File: src/rtl/skt_pkg.sv
// Package of shared constants and types for the sorted key table engine.
package skt_pkg;

   localparam int Depth     = 512;
   localparam int IdxW      = 10;
   localparam int AddrW     = 9;
   localparam int KeyW      = 16;
   localparam int EntryW    = 49;
   localparam logic [15:0] DiskNil   = 16'hFFFF;
   localparam logic [15:0] RecordNil = 16'hFFFF;

   typedef enum logic [2:0] {
      FUNC_SEARCH = 3'd0,
      FUNC_GAP    = 3'd1,
      FUNC_REMOVE = 3'd2,
      FUNC_EMPTY  = 3'd3,
      FUNC_WRITE  = 3'd4
   } func_type;

   // Memory access request from the sequencer to the entry memory.
   typedef struct packed {
      logic              rd_en;
      logic [AddrW-1:0]  rd_addr;
      logic              wr_en;
      logic [AddrW-1:0]  wr_addr;
      logic [EntryW-1:0] wr_data;
   } mem_req_type;

endpackage

File: src/rtl/skt_sequencer.sv
// Sequencer that runs search, shift, check and write operations on the memory.
module skt_sequencer (
   input  logic                       clock,
   input  logic                       reset,
   input  logic                       start,
   input  logic [2:0]                 op_func,
   input  logic [skt_pkg::KeyW-1:0]   op_key,
   input  logic [skt_pkg::IdxW-1:0]   op_index,
   input  logic [skt_pkg::IdxW-1:0]   op_count,
   input  logic [skt_pkg::EntryW-1:0] op_entry,
   output logic                       busy,
   output logic                       done,
   output logic                       res_found,
   output logic [skt_pkg::IdxW-1:0]   res_position,
   output logic                       res_status,
   output logic                       res_removed,
   output logic [skt_pkg::IdxW-1:0]   res_used,
   output skt_pkg::mem_req_type       mem_req,
   input  logic [skt_pkg::EntryW-1:0] rd_data
);
   import skt_pkg::*;

   typedef enum logic [3:0] {
      ST_IDLE, ST_S_READ, ST_S_CMP, ST_G_READ, ST_G_WRITE,
      ST_R_READ, ST_R_WRITE, ST_E_READ, ST_E_CHECK, ST_DONE
   } state_type;

   state_type          state_ff;
   logic [IdxW-1:0]    used_ff;
   logic [IdxW+1:0]    lo_ff, hi_ff;   // unsigned search bounds
   logic [IdxW-1:0]    mid_ff;
   logic               above_ff, found_ff, status_ff, removed_ff;
   logic [IdxW:0]      src_ff;          // shift source pointer
   logic [IdxW:0]      dst_ff;          // shift destination pointer
   logic [IdxW:0]      end_ff;          // shift end bound
   logic [IdxW-1:0]    pos_ff;
   logic [KeyW-1:0]    key_ff;

   logic [IdxW+1:0]    mid_sum;
   logic [IdxW:0]      at_sat, rem_n, avail, gap_total, src_prev;
   logic               key_eq, key_gt, empty_ok;

   assign mid_sum  = (lo_ff + hi_ff) >> 1;
   assign key_eq   = key_ff == rd_data[48:33];
   assign key_gt   = key_ff >  rd_data[48:33];
   assign empty_ok = !rd_data[32] && rd_data[31:16] == DiskNil
                     && rd_data[15:0] == RecordNil;
   assign at_sat   = (op_index > used_ff) ? {1'b0, used_ff} : {1'b0, op_index};
   assign avail    = {1'b0, used_ff} - at_sat;
   assign rem_n    = ({1'b0, op_count} > avail) ? avail : {1'b0, op_count};
   assign gap_total = {1'b0, used_ff} + {1'b0, op_count};
   // Opening a gap moves entries from the top down, so the entry below the pointer is read.
   assign src_prev = src_ff - 1'b1;

   // Memory requests follow the state.
   always_comb begin
      mem_req         = '0;
      mem_req.wr_data = rd_data;
      case (state_ff)
         ST_S_READ: begin
            mem_req.rd_en   = 1'b1;
            mem_req.rd_addr = mid_sum[AddrW-1:0];
         end
         ST_G_READ: begin
            mem_req.rd_en   = 1'b1;
            mem_req.rd_addr = src_prev[AddrW-1:0];
         end
         ST_R_READ: begin
            mem_req.rd_en   = 1'b1;
            mem_req.rd_addr = src_ff[AddrW-1:0];
         end
         ST_E_READ: begin
            mem_req.rd_en   = 1'b1;
            mem_req.rd_addr = pos_ff[AddrW-1:0];
         end
         ST_G_WRITE, ST_R_WRITE: begin
            mem_req.wr_en   = 1'b1;
            mem_req.wr_addr = dst_ff[AddrW-1:0];
         end
         ST_IDLE: begin
            mem_req.wr_en   = start && op_func == FUNC_WRITE && !op_index[IdxW-1];
            mem_req.wr_addr = op_index[AddrW-1:0];
            mem_req.wr_data = op_entry;
         end
         default: ;
      endcase
   end

   // Operation sequencer.
   always_ff @(posedge clock) begin
      if (reset) begin
         state_ff <= ST_IDLE;
         used_ff  <= '0;
      end else begin
         case (state_ff)
            ST_IDLE: begin
               if (start) begin
                  found_ff <= 1'b0; status_ff <= 1'b0; removed_ff <= 1'b0;
                  mid_ff <= '0; above_ff <= 1'b0; key_ff <= op_key;
                  case (op_func)
                     FUNC_SEARCH: begin
                        lo_ff <= '0;
                        hi_ff <= {2'b00, used_ff} - 1'b1;
                        state_ff <= (used_ff == '0) ? ST_DONE : ST_S_READ;
                     end
                     FUNC_GAP: begin
                        if (gap_total > (IdxW+1)'(Depth)) begin
                           status_ff <= 1'b1;
                           state_ff  <= ST_DONE;
                        end else begin
                           src_ff   <= {1'b0, used_ff};
                           dst_ff   <= gap_total;
                           end_ff   <= at_sat;
                           used_ff  <= gap_total[IdxW-1:0];
                           state_ff <= ({1'b0, used_ff} > at_sat) ? ST_G_READ : ST_DONE;
                        end
                     end
                     FUNC_REMOVE: begin
                        dst_ff   <= at_sat;
                        src_ff   <= at_sat + rem_n;
                        end_ff   <= {1'b0, used_ff};
                        used_ff  <= used_ff - rem_n[IdxW-1:0];
                        state_ff <= (rem_n != '0 && at_sat + rem_n < {1'b0, used_ff})
                                    ? ST_R_READ : ST_DONE;
                     end
                     FUNC_EMPTY: begin
                        pos_ff   <= op_index;
                        state_ff <= (op_index < used_ff) ? ST_E_READ : ST_DONE;
                     end
                     default: state_ff <= ST_DONE;
                  endcase
               end
            end
            ST_S_READ: begin
               mid_ff   <= mid_sum[IdxW-1:0];
               state_ff <= ST_S_CMP;
            end
            ST_S_CMP: begin
               above_ff <= 1'b0;
               if (key_eq) begin
                  found_ff <= 1'b1;
                  state_ff <= ST_DONE;
               end else if (key_gt) begin
                  above_ff <= 1'b1;
                  lo_ff    <= {2'b00, mid_ff} + 1'b1;
                  state_ff <= ({2'b00, mid_ff} + 1'b1 <= hi_ff) ? ST_S_READ : ST_DONE;
               end else begin
                  hi_ff    <= {2'b00, mid_ff} - 1'b1;
                  state_ff <= (mid_ff != '0 && {2'b00, mid_ff} - 1'b1 >= lo_ff)
                              ? ST_S_READ : ST_DONE;
               end
            end
            ST_G_READ: begin
               src_ff   <= src_ff - 1'b1;
               dst_ff   <= dst_ff - 1'b1;
               state_ff <= ST_G_WRITE;
            end
            ST_G_WRITE: begin
               state_ff <= (src_ff > end_ff) ? ST_G_READ : ST_DONE;
            end
            ST_R_READ: state_ff <= ST_R_WRITE;
            ST_R_WRITE: begin
               src_ff   <= src_ff + 1'b1;
               dst_ff   <= dst_ff + 1'b1;
               state_ff <= (src_ff + 1'b1 < end_ff) ? ST_R_READ : ST_DONE;
            end
            ST_E_READ: state_ff <= ST_E_CHECK;
            ST_E_CHECK: begin
               if (empty_ok) begin
                  removed_ff <= 1'b1;
                  dst_ff     <= {1'b0, pos_ff};
                  src_ff     <= {1'b0, pos_ff} + 1'b1;
                  end_ff     <= {1'b0, used_ff};
                  used_ff    <= used_ff - 1'b1;
                  state_ff   <= ({1'b0, pos_ff} + 1'b1 < {1'b0, used_ff})
                                ? ST_R_READ : ST_DONE;
               end else begin
                  state_ff <= ST_DONE;
               end
            end
            ST_DONE: state_ff <= ST_IDLE;
            default: state_ff <= ST_IDLE;
         endcase
      end
   end

   assign busy         = state_ff != ST_IDLE;
   assign done         = state_ff == ST_DONE;
   assign res_found    = found_ff;
   assign res_position = above_ff ? mid_ff + 1'b1 : mid_ff;
   assign res_status   = status_ff;
   assign res_removed  = removed_ff;
   assign res_used     = used_ff;
endmodule

File: config.mk
export PLATFORM = sky130hd
export DESIGN_NAME = skt_sequencer
export DESIGN_NICKNAME = d
export VERILOG_FILES = /design/src/rtl/skt_pkg.sv /design/src/rtl/skt_sequencer.sv
export SDC_FILE = /design/constraint.sdc
export NUM_CORES = 1
export LEC_CHECK = 0
export ABC_CLOCK_PERIOD_IN_PS = 9100
export BUFFER_PORTS_ARGS = -buffer_cell sky130_fd_sc_hd__buf_2
export CAP_MARGIN = 20
export CORE_MARGIN = 5
export CORE_UTILIZATION = 30
export CTS_BUF_LIST = sky130_fd_sc_hd__clkbuf_16
export DETAILED_ROUTE_END_ITERATION = 6
export GPL_TIMING_DRIVEN = 1
export SYNTH_ARGS = -nofsm -noshare
export SYNTH_HDL_FRONTEND = slang
export SYNTH_SLANG_ARGS = --single-unit
File: constraint.sdc
create_clock -name clock -period 9.1 [get_ports clock]
set_input_delay 0 -clock clock [delete_from_list [all_inputs] [get_ports clock]]
set_output_delay 0 -clock clock [all_outputs]
set_load 0.03 [all_outputs]
==> flow_metrics.py, run 1 <==
metrics = {
    "finish": {
        "nets": 2033,
        "layout-drive-gt1-share": 0.177,
        "final_cells": 2267,
        "num-fill-cells": 4142,
        "syn_to_final_growth_pct": 20.3,
        "design_area_sq_um": 14300,
    },
    "pwr": {
        "ir_drop_v": 0.000198,
        "power_mw": 5.32,
        "power.density_nw_per_um2": 372,
        "p_leak_nw": 6.61,
    },
    "routing": {
        "wirelength_mm": 47.7,
        "routed_via_density": 5.43,
        "vias": 12300,
        "dr.pass1.iters": 6,
        "wire_per_inst_um": 21.0,
        "drtAntennaViolNets": 0,
        "drtIter0Drc": 1230,
        "drc": 0,
    },
    "cts": {
        "numCtsBuffers": 9,
        "cts.path.max_buffers": 2,
        "post_cts_buffers": 0,
        "root_buffer": "clkbuf_16",
        "clock_tree.htree_level_count": 3,
        "clk_latency_ns": 0.37,
        "clock_sinks": 106,
        "cts_tree": "yes",
        "clk_pin_slew_ns": 0.08,
    },
    "setup_path": {
        "cp_data_arrival_time_ns": 8.81,
        "timing.critical_path.to_type": "flip-flop",
        "critical_path_class": "reg -> reg",
        "required_ns": 9.35,
        "r2r-start": "res_used[8]",
        "start_kind": "flip-flop",
        "crit_fanout": 17,
        "reg2reg_slack_ns": 0.54,
        "critPathMaxStageDelay_ns": 0.43,
        "cp-startpoint": "res_used[8]",
        "cp_slowest_cell": "a221o_2",
    },
    "floorplanning": {
        "core_sq_um": 39500,
        "start_util": 0.302,
        "dieArea_sq_um": 43800,
        "ioPinCount": 234,
        "dieHeight_um": 209,
        "rows": 73,
        "die_x_um": 209,
    },
    "hold_path": {
        "hold_path.class": "in -> reg",
        "hp-start": "reset",
    },
    "synth": {
        "yosysMostFrequentCell": "nand2_1",
        "netlist.area_leader.share": 0.232,
        "synth_seq_cells": 106,
        "synth_area_sq_um": 11900,
        "synth_area_per_cell_sq_um": 7.95,
        "yosys.area.top_type": "edfxtp_1",
        "synth_nets": 1796,
        "synth_edf_count": 92,
        "ys_warn_count": 0,
        "ys.flop_type": "edfxtp_1",
        "synthArstFlopShare": 0,
        "synth_seq_area_share": 0.256,
        "synth_cell_type_count": 82,
        "synthTopCellsByCount": "228 x nand2_1, 153 x ha_1, 120 x inv_1, 112 x nor2_1, 100 x a21oi_1",
        "synth_cells": 1498,
        "synth.area.top_cells": "edfxtp_1 23%, ha_1 16%, nand2_1 7.2%, xnor2_1 4.9%, a21oi_1 4.2%",
    },
    "timing": {
        "final.period_utilization": 0.941,
        "setup_violations": 0,
        "fin_crit_ns": 8.56,
        "timing.slew.headroom": 0.268,
        "tightest_slew_ns": 1.10,
        "rsz0062_at_grt": "no",
        "setup_tns_ns": 0,
        "slew_violations": 0,
        "hold_violations": 0,
        "setup_slack_ns": 0.541,
        "max_freq_mhz": 117,
        "finClkSkew_ns": 0.0139,
    },
    "place": {
        "placed_cells": 2223,
        "post-place-ws_ns": 0.571,
        "dp_hpwl_mm": 38.9,
        "place_congestion": 0.987,
        "place_area_sq_um": 13700,
        "portBuffers": 233,
    },
    "global_route": {
        "grt_max_degree": 41,
        "grt_pass1_wl_mm": 71.6,
        "grt_usage": 0.208,
        "grt_pass1_vias": 12000,
        "overflow": 0,
        "antenna_found_initial": 1,
    },
    "run_status": {
        "status": "finished, final reports clean",
    },
    "run": {
        "drv_cap": 0,
    },
}
==> final cells by class <==
| cell class | instances | area, sq um | area share |
|---|---|---|---|
| Multi-Input combinational cell | 1208 | 8210 | 0.573 |
| Sequential cell | 106 | 3040 | 0.212 |
| Timing Repair Buffer | 289 | 1650 | 0.115 |
| Tap cell | 525 | 657 | 0.0459 |
| Inverter | 121 | 454 | 0.0317 |
| Clock buffer | 9 | 225 | 0.0157 |
| Clock inverter | 7 | 82.6 | 0.00576 |
| Antenna cell | 2 | 5.00 | 0.000349 |
==> final timing paths <==
check / cells past startpoint / to
max: 42 / state_ff[3]
max reg2reg: 42 / state_ff[3]
min reg2reg: 1 / state_ff[0]
min: 2 / res_used[8]
==> power breakdown <==
group	total (mW)	internal [mW]	switching, mW
clock	0.412	0.196	0.216
combinational	4.05	1.44	2.61
sequential	0.858	0.720	0.139
total	5.32	2.36	2.97
==> metal layers <==
metal	vias to the layer above	part of all wire	GRT usage
met4	0	0.028	0.0673
met2	568	0.45	0.338
met1	5828	0.44	0.285
li1	5838	-	-
met5	-	0	0
met3	65	0.077	0.0321
==> flip-flops by register name, indices dropped and copies added (netlist names) <==
signal	cells
res_status	1
key_ff	16
res_used	10
mid_ff	10
end_ff	10
pos_ff	10
lo_ff	11
above_ff	1
res_removed	1
hi_ff	11
state_ff	4
dst_ff	9
src_ff	11
res_found	1
==> worst max-delay path, delay by kind of cell (launching register included) <==
kind | cells | cell delay, ns
AOI/OAI and AO/OA | 20 | 3.85
adders and majority gates | 7 | 2.15
and+or+nand+nor | 8 | 0.96
buffers and inverters | 5 | 0.65
xor gates and xnor gates | 2 | 0.47
DFF | 1 | 0.34
==> cells in the final DEF (no fill, tap or decap), drive strengths merged, types with 20 or more instances in the layout <==
cell,n
buf,263
ha,153
and2,20
a21oi,100
inv,122
o21a,20
nor2,112
nor2b,24
o21ai,95
nand3,32
nand4,29
nand2b,24
nor3,30
a21o,29
edfxtp,92
xor2,36
xnor2,66
dlygate4sd3,26
nand2,228
==> metrics by stage <==
step                 util  hold slack (ns)
floorplan               -           0.0989
global placement    0.348            0.178
detailed placement  0.348            0.178
CTS                 0.363           0.0536
global route        0.363           0.0845
finish              0.363           0.0930
==> cells by family after synthesis <==
family,after synthesis,synth area share
mux,9,0.00830
flops,106,0.256
simple gates,556,0.219
fa+ha+maj,160,0.171
xor+xnor,102,0.0750
buf+inv,184,0.0587
compound gates,381,0.212
==> repair_timing <==
action | 4_1_cts | 5_1_grt
hold buffers | 26 | 0
gates resized for setup | 0 | 2
hold endpoints to repair | 26 | 0
setup endpoints to repair | 0 | 3
(Power assumes the default switching activity.)
==> inputs of run 2 (changes only) <==
ABC_CLOCK_PERIOD_IN_PS = 10050   (was 9100)
CORE_UTILIZATION = 39   (was 30)
clock period = 10.05 ns   (was 9.1 ns; I/O delays follow)
==> flow_metrics.py, run 2 (synthesized netlist as in run 1, its figures left out) <==
metrics = {
    "run_status": {
        "status": "finished, final reports clean",
    },
    "routing": {
        "wire_per_inst_um": 21.2,
        "routed_via_density": 5.68,
        "drtAntennaViolNets": 0,
        "drtIter0Drc": 1043,
        "wirelength_mm": 45.1,
        "drc": 0,
        "vias": 12100,
        "dr.pass1.iters": 6,
    },
    "timing": {
        "timing.slew.headroom": 0.317,
        "final.period_utilization": 0.922,
        "setup_violations": 0,
        "fin_crit_ns": 9.26,
        "finClkSkew_ns": 0.0152,
        "setup_tns_ns": 0,
        "setup_slack_ns": 0.788,
        "max_freq_mhz": 108,
        "tightest_slew_ns": 1.02,
        "slew_violations": 0,
        "hold_violations": 0,
        "rsz0062_at_grt": "no",
    },
    "floorplanning": {
        "start_util": 0.392,
        "die_x_um": 185,
        "dieArea_sq_um": 34100,
        "core_sq_um": 30300,
        "rows": 64,
        "dieHeight_um": 185,
        "ioPinCount": 234,
    },
    "finish": {
        "largest_reg_flops": 16,
        "nets": 2023,
        "layout_commonest_cell": "buf_2",
        "regMostFlops": "key_ff",
        "multiInputGateArea_sq_um": 8190,
        "mostFrequentLayoutCells": "233 x buf_2, 228 x nand2_1, 153 x ha_1",
        "num-fill-cells": 3023,
        "syn_to_final_growth_pct": 17.9,
        "antenna_cells": 0,
        "layout-drive-gt1-share": 0.172,
        "seqCellArea_sq_um": 3040,
    },
    "global_route": {
        "grt_max_degree": 76,
        "grt_usage": 0.253,
        "grt_pass1_vias": 11300,
        "grt_pass1_wl_mm": 66.4,
        "antenna_found_initial": 0,
        "overflow": 0,
    },
    "run": {
        "drv_cap": 0,
    },
    "cts": {
        "clk_pin_slew_ns": 0.07,
        "root_buffer": "clkbuf_16",
        "numCtsBuffers": 9,
        "clock_sinks": 106,
        "cts.path.max_buffers": 2,
        "cts_tree": "yes",
        "clock_tree.htree_level_count": 3,
        "post_cts_buffers": 0,
        "clk_latency_ns": 0.36,
    },
    "setup_path": {
        "crit_fanout": 19,
        "start_kind": "flip-flop",
        "cp_slowest_cell": "a2111oi_0",
        "critPathMaxStageDelay_ns": 0.58,
        "required_ns": 10.31,
        "critical_path_class": "reg -> reg",
        "reg2reg_depth": 37,
        "timing.critical_path.to_type": "flip-flop",
        "crit_end": "res_used[9]",
        "cp-startpoint": "res_used[4]",
        "r2r-start": "res_used[4]",
        "cp_data_arrival_time_ns": 9.52,
        "reg2reg_slack_ns": 0.79,
        "timing.rr.end": "res_used[9]",
    },
    "place": {
        "portBuffers": 233,
        "post-place-ws_ns": 0.307,
        "dp_hpwl_mm": 36.4,
        "place_congestion": 0.987,
    },
    "pwr": {
        "ir_drop_v": 0.000229,
        "power_mw": 4.70,
        "power.density_nw_per_um2": 335,
        "p_leak_nw": 6.55,
    },
    "hold_path": {
        "hold_path.class": "in -> reg",
    },
}
[run 2: cell count changes in the layout (fill, tap and decap cells not counted), sizes merged]
cell and change:
buf -9, diode -2, dlygate4sd3 -1
[run 2: what timing repair did]
item	4_1_cts	5_1_grt
hold endpoints to repair	25	0
setup endpoints to repair	0	1
resized for setup	0	1
hold buffers	25	0
[run 2: how the worst min path moves through the flow]
stage	start	endpoint	slack [ns]	depth (start not counted)
2_1_floorplan	op_key[0]	key_ff[0]	0.1	0
5_1_grt	op_index[5]	pos_ff[5]	0.02	1
3_3_place_gp	op_key[14]	key_ff[14]	0.18	1
3_5_place_dp	op_key[12]	key_ff[12]	0.18	1
6_report	op_index[5]	pos_ff[5]	0.04	1
4_1_cts	op_index[5]	pos_ff[5]	0.02	1
[run 2: per-layer routing]
| layer | routed length, um | track usage | part of all wire |
|---|---|---|---|
| met4 | 1340 | 0.0749 | 0.030 |
| met5 | 0 | 0 | 0 |
| met2 | 20300 | 0.411 | 0.45 |
| met1 | 18900 | 0.341 | 0.42 |
| met3 | 4530 | 0.0541 | 0.10 |
[run 2: worst max-delay path: cells and delay by family (launching register included)]
family                   cells  cell delay (ns)
AND/OR/NAND/NOR              7             1.22
adder cells (fa/ha/maj)      5             1.72
XOR/XNOR                     2             0.38
flip-flops                   1             0.52
AO/OA/AOI/OAI               20             4.87
buffers and inverters        3             0.47
[run 2: cell type report]
type | count | area share
Clock buffer | 9 | 0.0160
Clock inverter | 7 | 0.00383
Inverter | 121 | 0.0324
Multi-Input combinational cell | 1208 | 0.584
Sequential cell | 106 | 0.217
Tap cell | 396 | 0.0353
Timing Repair Buffer | 279 | 0.112
[run 2: power breakdown]
part / internal (mW) / total [mW] / switching [mW]
clock: 0.171 / 0.352 / 0.181
combinational: 1.28 / 3.57 / 2.28
sequential: 0.651 / 0.779 / 0.128
total: 2.11 / 4.70 / 2.59
[run 2: stage by stage]
stage               instances   util  area, sq um  hold slack (ns)
floorplan                1498      -        11900           0.0989
global placement         2084  0.445        13500            0.178
detailed placement       2084  0.445        13500            0.178
CTS                      2125  0.462        14000           0.0163
global route             2126  0.463        14000           0.0210
finish                   2126  0.463        14000           0.0447
==> inputs of run 3 (changes only) <==
MAX_ROUTING_LAYER = met4   (was unset)
RECOVER_POWER = 50   (was unset)
==> flow_metrics.py, run 3 (synthesized netlist as in run 1, its figures left out) <==
metrics = {
    "routing": {
        "drtIter0Drc": 1276,
        "wire_per_inst_um": 21.5,
        "vias": 12100,
        "wirelength_mm": 45.6,
        "routed_via_density": 5.72,
        "drtAntennaViolNets": 0,
        "dr.pass1.iters": 5,
        "drc": 0,
    },
    "setup_path": {
        "crit_fanout": 19,
        "reg2reg_slack_ns": 0.96,
        "cp_num_buf_inv": 2,
        "critPathTopFamily": "compound AO/OA/AOI/OAI gates",
        "critical_path_class": "reg -> reg",
        "required_ns": 10.28,
        "timing.rr.end": "state_ff[3]",
        "cp_slowest_cell": "dfxtp_1",
        "reg2reg_depth": 38,
        "start_kind": "flip-flop",
        "r2r-start": "res_used[4]",
        "timing.critical_path.to_type": "flip-flop",
        "cp_data_arrival_time_ns": 9.32,
        "critPathMaxStageDelay_ns": 0.54,
    },
    "timing": {
        "setup_violations": 0,
        "tightest_slew_ns": 3.19,
        "rsz0062_at_grt": "no",
        "final.period_utilization": 0.904,
        "finClkSkew_ns": 0.00881,
        "fin_crit_ns": 9.09,
        "setup_tns_ns": 0,
        "max_freq_mhz": 110,
        "slew_violations": 182,
        "timing.slew.headroom": -1.12,
        "hold_violations": 0,
    },
    "finish": {
        "regMostFlops": "key_ff",
        "antenna_cells": 0,
        "layout_commonest_cell": "nand2_1",
        "layout-drive-gt1-share": 0.130,
        "nets": 2021,
        "syn_to_final_growth_pct": 16.9,
        "fin_util": 0.458,
        "largest_reg_flops": 16,
        "mostFrequentLayoutCells": "227 x nand2_1, 174 x buf_2, 153 x ha_1",
        "design_area_sq_um": 13900,
    },
    "floorplanning": {
        "rows": 64,
        "start_util": 0.392,
        "core_sq_um": 30300,
        "dieHeight_um": 185,
        "die_x_um": 185,
        "ioPinCount": 234,
        "dieArea_sq_um": 34100,
    },
    "global_route": {
        "antenna_found_initial": 0,
        "grt_usage": 0.264,
        "grt_pass1_vias": 11300,
        "grt_pass1_wl_mm": 67.5,
        "overflow": 0,
        "grt_max_degree": 76,
    },
    "place": {
        "place_congestion": 0.954,
        "dp_hpwl_mm": 36.8,
        "place_area_sq_um": 13500,
        "portBuffers": 233,
    },
    "pwr": {
        "p_leak_nw": 6.31,
        "ir_drop_v": 0.000244,
        "power_mw": 4.72,
        "power.density_nw_per_um2": 339,
    },
    "cts": {
        "clk_pin_slew_ns": 0.07,
        "post_cts_buffers": 0,
        "clock_tree.htree_level_count": 3,
        "cts_tree": "yes",
        "cts.path.max_buffers": 2,
        "clock_sinks": 106,
        "numCtsBuffers": 9,
        "root_buffer": "clkbuf_16",
        "clk_latency_ns": 0.36,
    },
    "run": {
        "drv_cap": 5,
    },
    "run_status": {
        "failed_checks": "capacitance limit, slew limit",
        "status": "complete, but fails checks",
    },
    "hold_path": {
        "holdPathEnd": "res_used[1]",
        "hold_path.class": "in -> reg",
        "holdPathStages": 2,
        "hp-start": "reset",
    },
}
run 3: cell types whose count changed in the layout (fill, tap and decap cells not counted), sizes merged:
cell	delta
buf	-69
clkbuf	+67
clkinv	-2
bufinv	+1
clkinvlp	+1
inv	-1
run 3: worst max path at each step:
stage,start,to,slack (ns),cells past startpoint
global placement,res_used[4],state_ff[3],1.16,38
floorplan,res_used[1],state_ff[3],1.0,39
CTS,res_used[4],state_ff[3],0.88,38
finish,res_used[4],state_ff[3],0.96,38
detailed placement,res_used[4],state_ff[3],0.92,38
global route,res_used[4],res_used[9],0.08,37
run 3: power breakdown:
part / switching, mW / total [mW] / internal [mW] / leakage, nW
registers: 0.126 / 0.779 / 0.653 / 0.971
clock network: 0.166 / 0.357 / 0.191 / 0.142
logic: 2.32 / 3.59 / 1.26 / 5.19
run 3: area by class of cell:
cell class / instances / area (sq um)
fillers: 3063 / 16400
multi-input cells: 1208 / 8180
flip-flops and latches: 106 / 3040
repair buffers: 277 / 1460
well taps: 396 / 495
inverters: 121 / 454
clock buffers: 9 / 225
clock inverters: 6 / 60.1
run 3: worst register-to-register path, delay by kind of cell (launching register included):
kind,cells,cell delay (ns)
xor gates and xnor gates,3,0.52
DFF,1,0.54
and+or+nand+nor,6,0.95
adders and majority gates,6,2.03
buffers and inverters,2,0.33
AOI/OAI and AO/OA,21,4.61
run 3: timing repair:
action,CTS,global route
gates resized for setup,0,1
endpoints found under the setup margin,0,1
hold buffers,25,0
endpoints found under the hold margin,25,0
run 3: metrics by stage:
| step | setup WS [ns] | hold WS [ns] | std cells |
|---|---|---|---|
| 2_1_floorplan | 0.997 | 0.0989 | 1498 |
| 3_3_place_gp | 1.16 | 0.178 | 2083 |
| 3_5_place_dp | 0.916 | 0.179 | 2083 |
| 4_1_cts | 0.884 | 0.0395 | 2123 |
| 5_1_grt | 0.0764 | 0.0384 | 2123 |
| 6_report | 0.961 | 0.0443 | 2123 |
run 3: metal layers:
| metal | global-route usage | vias up | share of wire |
|---|---|---|---|
| li1 | - | 5796 | - |
| met3 | 0.0349 | 76 | 0.084 |
| met1 | 0.353 | 5677 | 0.43 |
| met4 | 0.0769 | 0 | 0.032 |
| met5 | - | - | 0 |
| met2 | 0.420 | 591 | 0.45 |
